### config.mk
export PLATFORM = sky130hd
export DESIGN_NAME = obsd_front
export DESIGN_NICKNAME = d
export VERILOG_FILES = /design/src/hw/rtl/order_book_snapshot_diff_unit_defines.svh /design/src/hw/rtl/obsd_pkg.sv /design/src/hw/rtl/obsd_front.sv
export SDC_FILE = /design/constraint.sdc
export NUM_CORES = 1
export LEC_CHECK = 0
export BUFFER_PORTS_ARGS = -buffer_cell sky130_fd_sc_hd__buf_4
export CAP_MARGIN = 25
export CORE_ASPECT_RATIO = 0.5
export CORE_MARGIN = 8
export CORE_UTILIZATION = 35
export DETAILED_ROUTE_END_ITERATION = 8
export MAX_ROUTING_LAYER = met4
export SLEW_MARGIN = 20
export SYNTH_ARGS = -nofsm -noshare
export SYNTH_HDL_FRONTEND = slang
export SYNTH_SLANG_ARGS = --single-unit
### constraint.sdc
create_clock -name clk -period 38.3 [get_ports clk]
set_clock_uncertainty 0.15 [all_clocks]
set_input_delay 7.66 -clock clk [delete_from_list [all_inputs] [get_ports clk]]
set_output_delay 7.66 -clock clk [all_outputs]
set_load 0.005 [all_outputs]
### src/hw/rtl/order_book_snapshot_diff_unit_defines.svh
// ----------------------------------------------------------------------------
// Order book snapshot differ: assertion macros
// Shared macros for the concurrent checks of the unit.
// ----------------------------------------------------------------------------
`ifndef ORDER_BOOK_SNAPSHOT_DIFF_UNIT_DEFINES_SVH
`define ORDER_BOOK_SNAPSHOT_DIFF_UNIT_DEFINES_SVH
`ifndef SYNTHESIS
`define OBSD_ASSERT(lbl, clk, rstn, prop) \
	lbl: assert property (@(posedge clk) disable iff (!rstn) prop) else $error("check failed");
`define OBSD_ASSERT_NEXT(lbl, clk, rstn, a, b) \
	lbl: assert property (@(posedge clk) disable iff (!rstn) (a) |=> (b)) else $error("check failed");
`else
`define OBSD_ASSERT(lbl, clk, rstn, prop)
`define OBSD_ASSERT_NEXT(lbl, clk, rstn, a, b)
`endif
`endif

### src/hw/rtl/obsd_pkg.sv
// ----------------------------------------------------------------------------
// Order book snapshot differ package
// Depth constants and the types shared by the front and back parts.
// ----------------------------------------------------------------------------
package obsd_pkg;
	localparam int BOOK_DEPTH = 16;
	localparam int IDX_W = (BOOK_DEPTH > 1) ? $clog2(BOOK_DEPTH) : 1;
	localparam int CNT_W = $clog2(BOOK_DEPTH + 1);
	localparam int FIFO_DEPTH = 2;

	typedef struct packed {
		logic        side;
		logic [62:0] price;
		logic [62:0] qty;
		logic        lvl;
		logic        fin;
		logic [63:0] time_ns;
	} cmd_t;

	typedef struct packed {
		logic [63:0] seq;
		logic [62:0] price;
		logic [62:0] qty;
		logic        side;
		logic        snap;
		logic        start;
		logic [63:0] time_ns;
		logic        last;
	} ev_t;
endpackage

### src/hw/rtl/obsd_front.sv
// ----------------------------------------------------------------------------
// Front part
// Accepts requests, drops bare ones and queues the rest for the back part.
// ----------------------------------------------------------------------------
module obsd_front import obsd_pkg::*; (
	input  logic        clk,
	input  logic        arst_n,
	input  logic        push,
	output logic        full,
	input  cmd_t        item,
	output logic        cmd_v,
	output cmd_t        cmd,
	input  logic        cmd_pop
);
	cmd_t       mem_q [FIFO_DEPTH];
	logic       wp_q;
	logic       rp_q;
	logic [1:0] cnt_q;
	logic       keep;

	assign full  = (cnt_q == 2'(FIFO_DEPTH));
	// A request with neither a level nor an end mark changes nothing.
	assign keep  = push && !full && (item.lvl || item.fin);
	assign cmd_v = (cnt_q != 2'd0);
	assign cmd   = mem_q[rp_q];

	always_ff @(posedge clk) begin
		if (keep) begin
			mem_q[wp_q] <= item;
		end
	end

	always_ff @(posedge clk or negedge arst_n) begin
		if (!arst_n) begin
			wp_q  <= 1'b0;
			rp_q  <= 1'b0;
			cnt_q <= 2'd0;
		end else begin
			if (keep) begin
				wp_q <= ~wp_q;
			end
			if (cmd_pop && cmd_v) begin
				rp_q <= ~rp_q;
			end
			cnt_q <= cnt_q + 2'(keep) - 2'(cmd_pop && cmd_v);
		end
	end
endmodule

==> run_results.csv <==
group,metric,value,unit
outcome,outcome,"finished, final reports clean",
cts,post_cts_buffers,0,
cells_and_area,finalNetCount,1237,
die,dieHeight,161,µm
grt,grt_overflow,0,
cells_and_area,finalNonFillerCells,1647,
timing,rsz0062_at_grt,"false",
worst_setup_path,cp-start-kind,"flip-flop",
pwr,p_leak,0.00760,µW
synthesis,yosys_warnings,0,
routing,routed_wl,37.5,mm
routing,detail_route.wl_per_cell,22.8,µm
cts,clk_pin_slew_worst_paths,0.06,ns
die,die_width,307,µm
grt,grt_pass1_vias,7833,
worst_hold_path,hold_class,"reg2reg",
worst_setup_path,end_kind,"output pin",
cts,htreeDepth,2,
worst_setup_path,slowest_stage,"dfrtp_4",
timing,worst_pin_slew,0.928,ns
worst_setup_path,cpPeakStageDelay,0.98,ns
die,start_util,0.354,
timing,fmax,86.5,MHz
place,post-place-cells,1575,
worst_setup_path,worst_ep_required_time,30.49,ns
synthesis,synth.top_cells.by_area,"edfxtp_1 (78%), mux2_4 (16%), mux2_2 (2.5%), buf_6 (1.4%), dfrtp_1 (0.68%)",
worst_setup_path,arrival,3.76,ns
cells_and_area,drive_above_1_share,0.607,
worst_setup_path,critPathMostFrequentCell,"buf_4",
timing,slew_headroom,0.382,
place,dp_hpwl,27.3,mm
routing,ant_nets,0,
worst_setup_path,cp_max_fo,57,
pwr,max-vdd-ir-drop,0.0395,mV
cells_and_area,most-common-layout-cells,"buf_4 (400), edfxtp_1 (386), mux2_4 (160)",
cts,cts_tree,"yes",
grt,antenna_found_initial,10,
cts,clk-insertion-delay-late,0.53,ns
cts,cts_buffers,38,
grt,grt_pass1_wl,52.0,mm
cells_and_area,fill_cells,3590,
cts,cts_max_path_buffers,3,
die,num_rows,53,
synthesis,syn_area_per_cell,23.9,µm²
synthesis,syn_inst,620,
cts,cts_resized,0,
worst_setup_path,criticalPathCategory,"reg2out",
die,io_pins,392,
synthesis,synth_area_leader_cell,"edfxtp_1",
timing,setup_tns,0,ns
routing,drcViolationCount,0,
die,die_area,49500,µm²
synthesis,ys_ff_latch,390,
place,gp_congestion,0.854,
timing,hold_violations,0,
place,placed_cell_area,18300,µm²
timing,finalWorstSetupSlack,26.73,ns
cts,numClockSinks,390,
routing,drt_iter0_drc,482,
job,cap_violations,0,
timing,finalSetupViolations,0,
worst_setup_path,crit_chain,"buf_4 -> buf_4 -> mux2_2 -> buf_4",
timing,fin_crit_sh,0.302,
synthesis,synth_top_area_frac,0.783,
cts,hold_buffers,0,
cells_and_area,syn_to_final_growth,32.0,%
synthesis,yosysUniqueCellTypes,17,
routing,first_pass_iters,4,
cells_and_area,final_common_cell,"buf_4",
routing,viasPerCell,4.35,
place,place_ws,27.20,ns
routing,via_count,7167,
synthesis,syn_area,14800,µm²
cts,root_buffer,"clkbuf_16",
cells_and_area,fin_area,19500,µm²
timing,period_minus_slack,11.57,ns
synthesis,syn-num-nets,818,
die,core,41800,µm²
pwr,power.density,71.4,nW/µm²
timing,drv_slew,0,
place,portBuffers,391,
synthesis,ys_seq_area_frac,0.790,
grt,grt.total_usage,0.147,
grt,grt_max_degree,73,
-- synth_stat cells (all sizes together) --
cell type	number
edfxtp	386
mux2	193
buf	22
dfrtp	4
xnor2	3
and2	2
nor3	2
xor2	2
ha	1
inv	1
nor2	1
nor2b	1
o21ai	1
or2	1
-- critical path, delay by kind of cell, from the launching register on --
kind / cells / cell delay, ns
buf+inv: 3 / 1.76
flops: 1 / 0.98
mux: 1 / 0.42
-- routing by layer --
layer,vias to the layer above,GRT usage,wire (µm)
met4,0,0.0712,1460
met1,3648,0.125,11600
met5,-,-,0
li1,3317,-,-
met3,79,0.0216,919
met2,123,0.305,23500
-- flip-flops by register name, summed over array words and instances, names as in the netlist --
register and count:
cnt_q 2, mem_q 386, rp_q 1, wp_q 1
-- through the flow --
step / total power, µW / util / hold WS (ns)
global route: 1450 / 0.467 / 0.382
floorplan: 873 / - / 0.306
finish: 1390 / 0.467 / 0.364
detailed placement: 1050 / 0.437 / 0.360
CTS: 1410 / 0.466 / 0.369
global placement: 1040 / 0.437 / 0.350
-- cell type report --
type,instances,area [µm²],area share
clock buffer,49,1060,0.0540
sequential,390,11700,0.599
antenna,10,25.0,0.00128
timing repair buffer,401,3030,0.155
inverter,1,3.75,0.000192
tap,577,722,0.0369
multi-input combinational,207,2880,0.147
clock inverter,12,125,0.00640
-- cell families after synthesis --
logic type               share of synthesized area
AO/OA/AOI/OAI                             0.000338
XOR/XNOR                                   0.00296
adder cells (fa/ha/maj)                   0.000845
AND/OR/NAND/NOR                            0.00262
buffers and inverters                       0.0160
flip-flops                                   0.790
multiplexers                                 0.187
-- final timing paths --
kind | startpoint | endpoint | slack [ns] | cells after the start
worst max-delay path | rp_q | cmd[184] | 26.73 | 4
worst min-delay path | wp_q | wp_q | 0.36 | 1
max in group asynchronous | arst_n | rp_q | 31.11 | 1
worst max register to register | cnt_q[1] | mem_q[1][183] | 35.27 | 4
min in group asynchronous | arst_n | cnt_q[0] | 6.76 | 1
worst min register to register | wp_q | wp_q | 0.36 | 1
-- power by group --
group	internal (µW)	switching (µW)
registers	559	34.4
clock network	213	151
logic	254	183
total	1030	368
No activity file was read; power rests on OpenSTA's default activity.
